## src/ecs_pkg.sv

```systemverilog
// shared constants and types for the edge coverage setup block
`timescale 1ns / 1ps
`default_nettype none
package ecs_pkg;

  // default widths of the position and fraction fields
  localparam int POSITION_BITS_DEF = 18;
  localparam int FRACTION_BITS_DEF = 16;

  // entries of the queue between front and back
  localparam int QUEUE_DEPTH = 4;
  localparam int QPTR_W      = $clog2(QUEUE_DEPTH);
  localparam int QCNT_W      = $clog2(QUEUE_DEPTH + 1);

  // queue status seen by the front
  typedef struct packed {
    logic full;
    logic empty;
  } ecs_qstat_t;

endpackage
`default_nettype wire

```

## src/ecs_front.sv

```systemverilog
// front stage: takes an edge pair, orders it and classifies the crossing
`timescale 1ns / 1ps
`default_nettype none
module ecs_front #(
  parameter int POSITION_BITS = ecs_pkg::POSITION_BITS_DEF
) (
  input  wire logic                     clk_i,
  input  wire logic                     rst_ni,
  input  wire logic                     start,
  output logic                          busy,
  input  wire logic [POSITION_BITS-1:0] edge_left_i,
  input  wire logic [POSITION_BITS-1:0] edge_right_i,
  input  wire ecs_pkg::ecs_qstat_t      qstat_i,
  output logic                          push_o,
  output logic [POSITION_BITS-1:0]      lo_o,
  output logic [POSITION_BITS-1:0]      d_o,
  output logic [5:0]                    lf_o,
  output logic [5:0]                    hf_o,
  output logic [11:0]                   hfsq_o,
  output logic                          same_o,
  output logic                          zero_o
);

  logic                     accept;
  logic                     valid_q, valid_d;
  logic                     swap;
  logic [POSITION_BITS-1:0] lo_d, hi_d;
  logic [POSITION_BITS-1:0] lo_q, d_q;
  logic [5:0]               lf_q, hf_q;
  logic [11:0]              hfsq_q;
  logic                     same_q, zero_q;

  assign push_o = valid_q && !qstat_i.full;
  assign busy   = valid_q && qstat_i.full;
  assign accept = start && !busy;

  assign swap = edge_left_i > edge_right_i;
  assign lo_d = swap ? edge_right_i : edge_left_i;
  assign hi_d = swap ? edge_left_i : edge_right_i;

  assign valid_d = accept ? 1'b1 : (push_o ? 1'b0 : valid_q);

  always_ff @(posedge clk_i or negedge rst_ni) begin
    if (!rst_ni) begin
      valid_q <= 1'b0;
    end else begin
      valid_q <= valid_d;
    end
  end

  always_ff @(posedge clk_i) begin
    if (accept) begin
      lo_q   <= lo_d;
      d_q    <= hi_d - lo_d;
      lf_q   <= lo_d[5:0];
      hf_q   <= hi_d[5:0];
      hfsq_q <= {6'd0, hi_d[5:0]} * {6'd0, hi_d[5:0]};
      same_q <= lo_d[POSITION_BITS-1:6] == hi_d[POSITION_BITS-1:6];
      zero_q <= lo_d == hi_d;
    end
  end

  assign lo_o   = lo_q;
  assign d_o    = d_q;
  assign lf_o   = lf_q;
  assign hf_o   = hf_q;
  assign hfsq_o = hfsq_q;
  assign same_o = same_q;
  assign zero_o = zero_q;

  // a held item keeps its payload until the queue takes it
  a_hold: assert property (@(posedge clk_i) disable iff (!rst_ni)
    valid_q && !push_o |=> valid_q && $stable(lo_q) && $stable(d_q))
    else $error("front item changed while waiting for the queue");

endmodule
`default_nettype wire

```

## src/ecs_queue.sv

```systemverilog
// short queue between the front and back stages
`timescale 1ns / 1ps
`default_nettype none
module ecs_queue #(
  parameter int WIDTH = 8
) (
  input  wire logic                clk_i,
  input  wire logic                rst_ni,
  input  wire logic                push_i,
  input  wire logic [WIDTH-1:0]    data_i,
  input  wire logic                pop_i,
  output logic [WIDTH-1:0]         data_o,
  output ecs_pkg::ecs_qstat_t      stat_o
);

  logic [WIDTH-1:0]               mem_q [ecs_pkg::QUEUE_DEPTH];
  logic [ecs_pkg::QPTR_W-1:0]     wptr_q, wptr_d, rptr_q, rptr_d;
  logic [ecs_pkg::QCNT_W-1:0]     cnt_q, cnt_d;

  localparam logic [ecs_pkg::QPTR_W-1:0] LAST = ecs_pkg::QPTR_W'(ecs_pkg::QUEUE_DEPTH - 1);

  assign stat_o.full  = cnt_q == ecs_pkg::QCNT_W'(ecs_pkg::QUEUE_DEPTH);
  assign stat_o.empty = cnt_q == '0;
  assign data_o       = mem_q[rptr_q];

  always_comb begin
    wptr_d = wptr_q;
    rptr_d = rptr_q;
    cnt_d  = cnt_q;
    if (push_i) begin
      wptr_d = (wptr_q == LAST) ? '0 : wptr_q + 1'b1;
    end
    if (pop_i) begin
      rptr_d = (rptr_q == LAST) ? '0 : rptr_q + 1'b1;
    end
    if (push_i && !pop_i) begin
      cnt_d = cnt_q + 1'b1;
    end else if (pop_i && !push_i) begin
      cnt_d = cnt_q - 1'b1;
    end
  end

  always_ff @(posedge clk_i or negedge rst_ni) begin
    if (!rst_ni) begin
      wptr_q <= '0;
      rptr_q <= '0;
      cnt_q  <= '0;
    end else begin
      wptr_q <= wptr_d;
      rptr_q <= rptr_d;
      cnt_q  <= cnt_d;
    end
  end

  always_ff @(posedge clk_i) begin
    if (push_i) begin
      mem_q[wptr_q] <= data_i;
    end
  end

  a_no_overflow: assert property (@(posedge clk_i) disable iff (!rst_ni)
    push_i && !pop_i |-> !stat_o.full)
    else $error("queue push while full");

  a_no_underflow: assert property (@(posedge clk_i) disable iff (!rst_ni)
    pop_i |-> !stat_o.empty)
    else $error("queue pop while empty");

endmodule
`default_nettype wire

```

## src/ecs_div.sv

```systemverilog
// pipelined restoring divider, one quotient bit per stage, for (64 << F) / d
`timescale 1ns / 1ps
`default_nettype none
module ecs_div #(
  parameter int POSITION_BITS = ecs_pkg::POSITION_BITS_DEF,
  parameter int FRACTION_BITS = ecs_pkg::FRACTION_BITS_DEF,
  parameter int SIDE_W        = 8
) (
  input  wire logic                        clk_i,
  input  wire logic                        rst_ni,
  input  wire logic                        valid_i,
  input  wire logic [POSITION_BITS-1:0]    divisor_i,
  input  wire logic [SIDE_W-1:0]           side_i,
  output logic                             valid_o,
  output logic [FRACTION_BITS+6:0]         quotient_o,
  output logic [SIDE_W-1:0]                side_o
);

  localparam int P = POSITION_BITS;
  localparam int N = FRACTION_BITS + 7;
  localparam logic [N-1:0] DIVIDEND = N'(1) << (FRACTION_BITS + 6);

  logic [P-1:0]      rem_q  [N];
  logic [N-1:0]      quo_q  [N];
  logic [P-1:0]      dvs_q  [N];
  logic [SIDE_W-1:0] side_q [N];
  logic              vld_q  [N];

  for (genvar k = 0; k < N; k++) begin : g_stage
    logic [P-1:0]      rem_in;
    logic [N-1:0]      quo_in;
    logic [P-1:0]      dvs_in;
    logic [SIDE_W-1:0] side_in;
    logic              vld_in;
    logic [P:0]        trial;
    logic [P+1:0]      diff;
    logic              ge;

    if (k == 0) begin : g_first
      assign rem_in  = '0;
      assign quo_in  = '0;
      assign dvs_in  = divisor_i;
      assign side_in = side_i;
      assign vld_in  = valid_i;
    end else begin : g_next
      assign rem_in  = rem_q[k-1];
      assign quo_in  = quo_q[k-1];
      assign dvs_in  = dvs_q[k-1];
      assign side_in = side_q[k-1];
      assign vld_in  = vld_q[k-1];
    end

    // bring down the next dividend bit, subtract when it fits
    assign trial = {rem_in, DIVIDEND[N-1-k]};
    assign diff  = {1'b0, trial} - {2'b00, dvs_in};
    assign ge    = !diff[P+1];

    always_ff @(posedge clk_i or negedge rst_ni) begin
      if (!rst_ni) begin
        vld_q[k] <= 1'b0;
      end else begin
        vld_q[k] <= vld_in;
      end
    end

    always_ff @(posedge clk_i) begin
      rem_q[k]  <= ge ? diff[P-1:0] : trial[P-1:0];
      quo_q[k]  <= {quo_in[N-2:0], ge};
      dvs_q[k]  <= dvs_in;
      side_q[k] <= side_in;
    end
  end

  assign valid_o    = vld_q[N-1];
  assign quotient_o = quo_q[N-1];
  assign side_o     = side_q[N-1];

  a_latency: assert property (@(posedge clk_i) disable iff (!rst_ni)
    valid_i |-> ##N valid_o)
    else $error("divider lost an item");

endmodule
`default_nettype wire

```

## src/ecs_back.sv

```systemverilog
// back part: increment divide, coverage products and adder assembly
`timescale 1ns / 1ps
`default_nettype none
module ecs_back #(
  parameter int POSITION_BITS = ecs_pkg::POSITION_BITS_DEF,
  parameter int FRACTION_BITS = ecs_pkg::FRACTION_BITS_DEF
) (
  input  wire logic                            clk_i,
  input  wire logic                            rst_ni,
  input  wire logic                            valid_i,
  input  wire logic [POSITION_BITS-1:0]        lo_i,
  input  wire logic [POSITION_BITS-1:0]        d_i,
  input  wire logic [5:0]                      lf_i,
  input  wire logic [5:0]                      hf_i,
  input  wire logic [11:0]                     hfsq_i,
  input  wire logic                            same_i,
  input  wire logic                            zero_i,
  output logic                                 valid_o,
  output logic [POSITION_BITS-1:0]             begin_position_o,
  output logic [FRACTION_BITS+6:0]             coverage_increment_o,
  output logic signed [FRACTION_BITS+8:0]      begin_adder_o,
  output logic signed [FRACTION_BITS+8:0]      end_adder_o
);

  localparam int P      = POSITION_BITS;
  localparam int F      = FRACTION_BITS;
  localparam int N      = F + 7;
  localparam int ADD_W  = F + 9;
  localparam int SIDE_W = P + 32;
  localparam int SH_W   = F + 21;
  localparam logic [N-1:0] INC_EQ = N'(100) << F;

  // divider
  logic              div_vld;
  logic [N-1:0]      div_quo;
  logic [SIDE_W-1:0] div_side;
  logic [P-1:0]      s_lo;
  logic [5:0]        s_dh, s_lf, s_hf;
  logic [11:0]       s_hfsq;
  logic              s_same, s_zero;

  ecs_div #(
    .POSITION_BITS(P),
    .FRACTION_BITS(F),
    .SIDE_W       (SIDE_W)
  ) u_div (
    .clk_i     (clk_i),
    .rst_ni    (rst_ni),
    .valid_i   (valid_i),
    .divisor_i (d_i),
    .side_i    ({lo_i, d_i[6:1], lf_i, hf_i, hfsq_i, same_i, zero_i}),
    .valid_o   (div_vld),
    .quotient_o(div_quo),
    .side_o    (div_side)
  );

  assign {s_lo, s_dh, s_lf, s_hf, s_hfsq, s_same, s_zero} = div_side;

  // stage a: equal positions take the fixed increment
  logic         a_vld_q;
  logic [N-1:0] a_inc_q;
  logic [P-1:0] a_lo_q;
  logic [5:0]   a_dh_q, a_lf_q, a_hf_q;
  logic [11:0]  a_hfsq_q;
  logic         a_same_q;

  // stage b: products of the increment
  logic [6:0]    b_h_d;
  logic          b_vld_q;
  logic [N+5:0]  b_plf_q, b_phf_q;
  logic [N+6:0]  b_ph_q;
  logic [N+11:0] b_phf2_q;
  logic [6:0]    b_h_q;
  logic [5:0]    b_dh_q, b_hf_q;
  logic [P-1:0]  b_lo_q;
  logic [N-1:0]  b_inc_q;
  logic          b_same_q;

  // stage c: width times height, same-pixel and end terms
  logic [13:0]      c_w;
  logic [6:0]       c_sum7;
  logic [ADD_W-1:0] c_a, c_b;
  logic             c_vld_q;
  logic [20:0]      c_hw_q;
  logic [ADD_W-1:0] c_abeg_q, c_fpcs_q, c_end_q;
  logic [P-1:0]     c_lo_q;
  logic [N-1:0]     c_inc_q;
  logic             c_same_q;

  // stage d: final sums
  logic [SH_W-1:0]  d_sh;
  logic [ADD_W-1:0] d_fpc, d_beg;

  always_ff @(posedge clk_i or negedge rst_ni) begin
    if (!rst_ni) begin
      a_vld_q <= 1'b0;
      b_vld_q <= 1'b0;
      c_vld_q <= 1'b0;
      valid_o <= 1'b0;
    end else begin
      a_vld_q <= div_vld;
      b_vld_q <= a_vld_q;
      c_vld_q <= b_vld_q;
      valid_o <= c_vld_q;
    end
  end

  always_ff @(posedge clk_i) begin
    a_inc_q  <= s_zero ? INC_EQ : div_quo;
    a_lo_q   <= s_lo;
    a_dh_q   <= s_dh;
    a_lf_q   <= s_lf;
    a_hf_q   <= s_hf;
    a_hfsq_q <= s_hfsq;
    a_same_q <= s_same;
  end

  assign b_h_d = 7'd64 - {1'b0, a_lf_q};

  always_ff @(posedge clk_i) begin
    b_plf_q  <= (N+6)'(a_inc_q) * (N+6)'(a_lf_q);
    b_phf_q  <= (N+6)'(a_inc_q) * (N+6)'(a_hf_q);
    b_ph_q   <= (N+7)'(a_inc_q) * (N+7)'(b_h_d);
    b_phf2_q <= (N+12)'(a_inc_q) * (N+12)'(a_hfsq_q);
    b_h_q    <= b_h_d;
    b_dh_q   <= a_dh_q;
    b_hf_q   <= a_hf_q;
    b_lo_q   <= a_lo_q;
    b_inc_q  <= a_inc_q;
    b_same_q <= a_same_q;
  end

  assign c_w    = b_ph_q[F+13:F];
  assign c_sum7 = (7'd64 - {1'b0, b_hf_q}) + {1'b0, b_dh_q};
  assign c_a    = ADD_W'(b_phf_q[N+5:6]);
  assign c_b    = ADD_W'(b_phf2_q[N+11:13]);

  always_ff @(posedge clk_i) begin
    c_hw_q   <= 21'(b_h_q) * 21'(c_w);
    c_abeg_q <= ADD_W'(b_plf_q[N+5:6]);
    c_fpcs_q <= ADD_W'({c_sum7, {(F-6){1'b0}}});
    c_end_q  <= c_a - c_b;
    c_lo_q   <= b_lo_q;
    c_inc_q  <= b_inc_q;
    c_same_q <= b_same_q;
  end

  assign d_sh  = {c_hw_q, {F{1'b0}}} >> 13;
  assign d_fpc = c_same_q ? c_fpcs_q : d_sh[ADD_W-1:0];
  assign d_beg = c_abeg_q + d_fpc;

  always_ff @(posedge clk_i) begin
    begin_position_o     <= c_lo_q;
    coverage_increment_o <= c_inc_q;
    begin_adder_o        <= d_beg;
    end_adder_o          <= c_same_q ? d_beg : c_end_q;
  end

endmodule
`default_nettype wire

```

## src/edge_coverage_setup_top.sv

```systemverilog
// top level of the edge coverage setup block
//
//   channel  | ports                                   | transfer when
//   ---------+-----------------------------------------+--------------------
//   input    | edge_left_i, edge_right_i               | start && !busy
//   result   | begin_position_o, coverage_increment_o, | valid_o (one cycle)
//            | begin_adder_o, end_adder_o              |
//
// one edge pair per cycle sustained; an input pair passes the front register, the
// queue, the divider stages, back stages a, b and c and the output register before
// its result strobe rises
// most of that depth is in the increment divider, which resolves one quotient bit
// per pipeline stage
// asynchronous active-low reset empties every stage and the queue
// the result side cannot stall; busy only rises if the queue fills, which
// the back part never lets happen since it drains one entry every cycle
`timescale 1ns / 1ps
`default_nettype none
module edge_coverage_setup_top #(
  parameter int POSITION_BITS = ecs_pkg::POSITION_BITS_DEF,
  parameter int FRACTION_BITS = ecs_pkg::FRACTION_BITS_DEF
) (
  input  wire logic                          clk_i,
  input  wire logic                          rst_ni,
  input  wire logic                          start,
  output logic                               busy,
  input  wire logic [POSITION_BITS-1:0]      edge_left_i,
  input  wire logic [POSITION_BITS-1:0]      edge_right_i,
  output logic                               valid_o,
  output logic [POSITION_BITS-1:0]           begin_position_o,
  output logic [FRACTION_BITS+6:0]           coverage_increment_o,
  output logic signed [FRACTION_BITS+8:0]    begin_adder_o,
  output logic signed [FRACTION_BITS+8:0]    end_adder_o
);

  // queued item: low position, difference, fractions, classification
  localparam int ITEM_W = 2 * POSITION_BITS + 26;

  ecs_pkg::ecs_qstat_t       qstat;
  logic                      push, pop;
  logic [POSITION_BITS-1:0]  f_lo, f_d, q_lo, q_d;
  logic [5:0]                f_lf, f_hf, q_lf, q_hf;
  logic [11:0]               f_hfsq, q_hfsq;
  logic                      f_same, f_zero, q_same, q_zero;
  logic [ITEM_W-1:0]         q_item;

  // front orders the pair and flags same-pixel and equal positions
  ecs_front #(
    .POSITION_BITS(POSITION_BITS)
  ) u_front (
    .clk_i       (clk_i),
    .rst_ni      (rst_ni),
    .start       (start),
    .busy        (busy),
    .edge_left_i (edge_left_i),
    .edge_right_i(edge_right_i),
    .qstat_i     (qstat),
    .push_o      (push),
    .lo_o        (f_lo),
    .d_o         (f_d),
    .lf_o        (f_lf),
    .hf_o        (f_hf),
    .hfsq_o      (f_hfsq),
    .same_o      (f_same),
    .zero_o      (f_zero)
  );

  // back drains the queue every cycle it holds something
  assign pop = !qstat.empty;

  ecs_queue #(
    .WIDTH(ITEM_W)
  ) u_queue (
    .clk_i (clk_i),
    .rst_ni(rst_ni),
    .push_i(push),
    .data_i({f_lo, f_d, f_lf, f_hf, f_hfsq, f_same, f_zero}),
    .pop_i (pop),
    .data_o(q_item),
    .stat_o(qstat)
  );

  assign {q_lo, q_d, q_lf, q_hf, q_hfsq, q_same, q_zero} = q_item;

  // back: divider pipeline, then products and adder sums
  ecs_back #(
    .POSITION_BITS(POSITION_BITS),
    .FRACTION_BITS(FRACTION_BITS)
  ) u_back (
    .clk_i               (clk_i),
    .rst_ni              (rst_ni),
    .valid_i             (pop),
    .lo_i                (q_lo),
    .d_i                 (q_d),
    .lf_i                (q_lf),
    .hf_i                (q_hf),
    .hfsq_i              (q_hfsq),
    .same_i              (q_same),
    .zero_i              (q_zero),
    .valid_o             (valid_o),
    .begin_position_o    (begin_position_o),
    .coverage_increment_o(coverage_increment_o),
    .begin_adder_o       (begin_adder_o),
    .end_adder_o         (end_adder_o)
  );

endmodule
`default_nettype wire

```

## config.mk

```make
export PLATFORM = sky130hd
export DESIGN_NAME = edge_coverage_setup_top
export DESIGN_NICKNAME = d
export VERILOG_FILES = /design/src/ecs_pkg.sv /design/src/ecs_front.sv /design/src/ecs_queue.sv /design/src/ecs_div.sv /design/src/ecs_back.sv /design/src/edge_coverage_setup_top.sv
export SDC_FILE = /design/constraint.sdc
export NUM_CORES = 2
export LEC_CHECK = 0
export BUFFER_PORTS_ARGS = -buffer_cell sky130_fd_sc_hd__buf_4
export CAP_MARGIN = 15
export CORE_MARGIN = 3
export CORE_UTILIZATION = 63
export DETAILED_ROUTE_END_ITERATION = 10
export GPL_TIMING_DRIVEN = 0
export PLACE_DENSITY = 0.81
export SKIP_LAST_GASP = 1
export SYNTH_ARGS = -nofsm -noshare
export SYNTH_HDL_FRONTEND = slang
export SYNTH_SLANG_ARGS = --single-unit
```

## constraint.sdc

```tcl
create_clock -name clk_i -period 9.1 [get_ports clk_i]
set_clock_uncertainty 0.15 [all_clocks]
set_input_delay 0.91 -clock clk_i [delete_from_list [all_inputs] [get_ports clk_i]]
set_output_delay 0.91 -clock clk_i [all_outputs]
set_load 0.05 [all_outputs]
```

==> metrics.txt <==
status finished, final reports clean; CTS resizes 0; #FFs+latches synth 2621; clock latency on the worst-skew pair 0.90 ns; die area 172000 um2; Post-Synth XOR/XNOR Area 3.48%; Hold Violations, Final 0; syn_area_per_cell between 10 and 15 um2; # port buffers 131; Die X 415 um; GRT Util Overall 27.5%; DR pass1 iterations 6; Root Driver clkbuf_16; post-layout instance area 118000 um2; top cells by area, synth dfxtp_1 44%, fa_1 10%, ha_1 8.4%; first-pass GRT wire length 374000 um; RSZ-0062 raised after global routing false; placed cell area ~110000 um2; Routed WL 236000 um; antenna-violating nets left 0; worst setup margin 0.859 ns; Synth Area in Adders around a fifth; hold_ws 0.0752 ns; num rows ~150; Area Overhead vs Synth 11.7%; drt drc 0; Placeable Area 165000 um2; Setup Buffers After CTS 0; post-synthesis simple-gate area fraction 9.45%; CTS Sinks around 2600; H-tree levels 4; worst slew pin tran 1.28 ns; EDFF count, synth 270; yosys warns 0; Routability Congestion 0.960; Slew Viols, Final 0; Mapped Cells 9141; Compound-Gate Fraction of Synth Area 7.29%; Post-Synthesis Cell Area roughly 110000 um2; WP data arrival around 8.8 ns; CP Launch Type flip-flop; mux contribution to synthesized area 3.55%; main combinational cell family by area after synthesis adder cells; I/O pins 132; post-DP HPWL 164000 um; Congestion Overflow GR 0; vias in the first global route about 70000; Synth top area share 44.1%; Vias 65932; Setup WS pre-CTS 0.959 ns; count of different cell masters after synthesis roughly 90; antenna violations before repair 6; Initial DRC Count 4661; Worst setup EP type flip-flop; minimum clock period 8.24 ns; Tcrit/Tclk final 90.6%; area of the multi-input gates between 40000 and 50000 um2; ratio of cells with drive above 1 in the final layout a little under a tenth; Clock Path Buffers 3; Hold WC Path Type primary input to flip-flop; final setup vio count 0; Peak Freq 121 MHz; final setup TNS 0 ns; largest area contributor in the netlist dfxtp_1; cts bufs inserted 237; Critical Path RT between 9 and 10 ns; fillcell total 11040; routed len/inst 19.8 um; Die Span Y 415 um; via/cell ratio 5.53; Synth Flop Type dfxtp_1; TritonCTS clock tree yes; clk slew on worst S/H paths about 0.07 ns; CP Class flip-flop to flip-flop; Layout Nets 10814; asr flop ratio synth 1.34%; crit-path max FO 10; largest net degree at the start of global routing between 50 and 60; Starting Density 63.6%; max_cap viols 0; sequential share of the synthesized area 52.6%; relative slew slack 12.5%; Sequential Area 55300 um2
## worst max-delay path: stages (launching register included)
cell,delay [ns]
dfxtp_1,0.38
clkbuf_1,0.93
clkbuf_1,0.68
nand2_1,0.16
fa_1,0.52
fa_1,0.52
inv_1,0.05
fa_1,0.47
fa_1,0.55
inv_1,0.05
fa_1,0.53
inv_1,0.04
ha_1,0.32
a21o_1,0.18
a21oi_1,0.14
nor2b_1,0.08
o31a_1,0.35
o311a_1,0.46
o41ai_4,0.45
o211ai_1,0.26
o41ai_2,0.34
o21bai_1,0.15
a21oi_1,0.19
xnor2_1,0.14
## cells in the mapped netlist (all sizes together), types with 96 or more instances
master / instances
xnor2: 316
o21ai: 246
inv: 1112
mux2: 209
nor2b: 107
a21oi: 407
dfxtp: 2316
ha: 704
nor2: 484
and2: 428
edfxtp: 270
xor2: 102
clkbuf: 179
nor3: 99
nand3: 96
nand2: 602
fa: 549
## metal layers
layer / routed length [um] / track usage [%] / vias up
li1: - / - / 30672
met1: 89700 / 31.6 / 32064
met2: 118000 / 48.9 / 2374
met3: 13700 / 4.53 / 816
met4: 14000 / 15.3 / 6
met5: 43 / 0 / -
## path summary, 6_finish.rpt
path | start | to | slack [ns] | cells past startpoint
max reg2reg | u_back.a_inc_q[7]$_SDFF_PP0_ | u_back.b_phf2_q[34]$_DFF_P_ | 0.86 | 23
max in group asynchronous | rst_ni | u_back.u_div.g_stage[16].vld_in$_DFF_PN0_ | 8.14 | 2
max | u_back.a_inc_q[7]$_SDFF_PP0_ | u_back.b_phf2_q[34]$_DFF_P_ | 0.86 | 23
min | start | u_front.valid_q$_DFFE_PN0P_ | 0.08 | 2
min reg2reg | u_back.u_div.quo_q[19][15]$_DFF_P_ | u_back.u_div.quo_q[20][16]$_DFF_P_ | 0.11 | 0
min in group asynchronous | rst_ni | u_front.valid_q$_DFFE_PN0P_ | 0.36 | 2
## state kept, by name, summed over array words and instances (netlist names), 21 cells and up
signal and flops:
u_back.u_div.quo_q 276, u_back.b_phf_q 23, u_back.u_div.rem_q 396, u_back.c_end_q 24, u_back.u_div.dvs_q 402, u_back.b_phf2_q 22, u_back.end_adder_o 25, u_back.a_inc_q 23
u_queue.mem_q 216, u_back.coverage_increment_o 23, u_back.c_hw_q 21, u_back.c_abeg_q 23, u_back.u_div.g_stage.vld_in 22, u_back.b_inc_q 23, u_back.u_div.side_q 828, u_back.b_plf_q 23
u_back.c_inc_q 23, u_back.begin_adder_o 25
## what timing repair did
item,4_1_cts,5_1_grt
hold buffers,1,0
endpoints found under the setup margin,0,0
hold endpoints to repair,35,0
## layout by cell type, fill, tap and decap left out, types with 24 or more instances in the layout
| cell type | count |
|---|---|
| dfxtp_1 | 2316 |
| inv_1 | 1112 |
| ha_1 | 704 |
| nand2_1 | 602 |
| fa_1 | 549 |
| nor2_1 | 483 |
| and2_1 | 424 |
| a21oi_1 | 405 |
| xnor2_1 | 316 |
| edfxtp_1 | 270 |
| clkbuf_16 | 241 |
| o21ai_0 | 230 |
| clkbuf_1 | 217 |
| mux2_2 | 209 |
| buf_4 | 134 |
| nor2b_1 | 106 |
| xor2_1 | 102 |
| nor3_1 | 97 |
| nand3_1 | 95 |
| a21o_1 | 92 |
| nand2b_1 | 83 |
| o21a_1 | 74 |
| mux4_2 | 54 |
| a21boi_0 | 51 |
| a211oi_1 | 48 |
| and3_1 | 46 |
| clkinv_2 | 46 |
| clkbuf_8 | 44 |
| o21bai_1 | 41 |
| a31oi_1 | 36 |
| dfrtp_1 | 35 |
| o211ai_1 | 32 |
| bufinv_16 | 30 |
| a2111oi_0 | 24 |
## through the flow
step | util [%] | cells
after CTS | 71.1 | 11919
after detailed placement | 65.9 | 11471
after floorplan | - | 9148
final | 71.1 | 11923
after global placement | 65.9 | 11468
after global routing | 71.1 | 11920
## logic make-up after synthesis
kind of cell / Yosys count
flops: 2621
simple gates: 2034
buf+inv: 1330
fa+ha+maj: 1253
compound gates: 1205
xor+xnor: 418
mux: 279
other cells: 1
## cell type report
type	count	area share (%)
diodes	4	0.00852
plain buffers	218	0.745
clock buffers	323	5.77
clock inverters	124	1.47
inverters	1112	3.55
multi-input cells	5197	38.2
flip-flops and latches	2621	47.1
well taps	2189	2.33
repair buffers	135	0.881
Power is left out: the tool's default activity adds up to more than one toggle a clock period on the data nets, which glitch-free logic cannot reach.
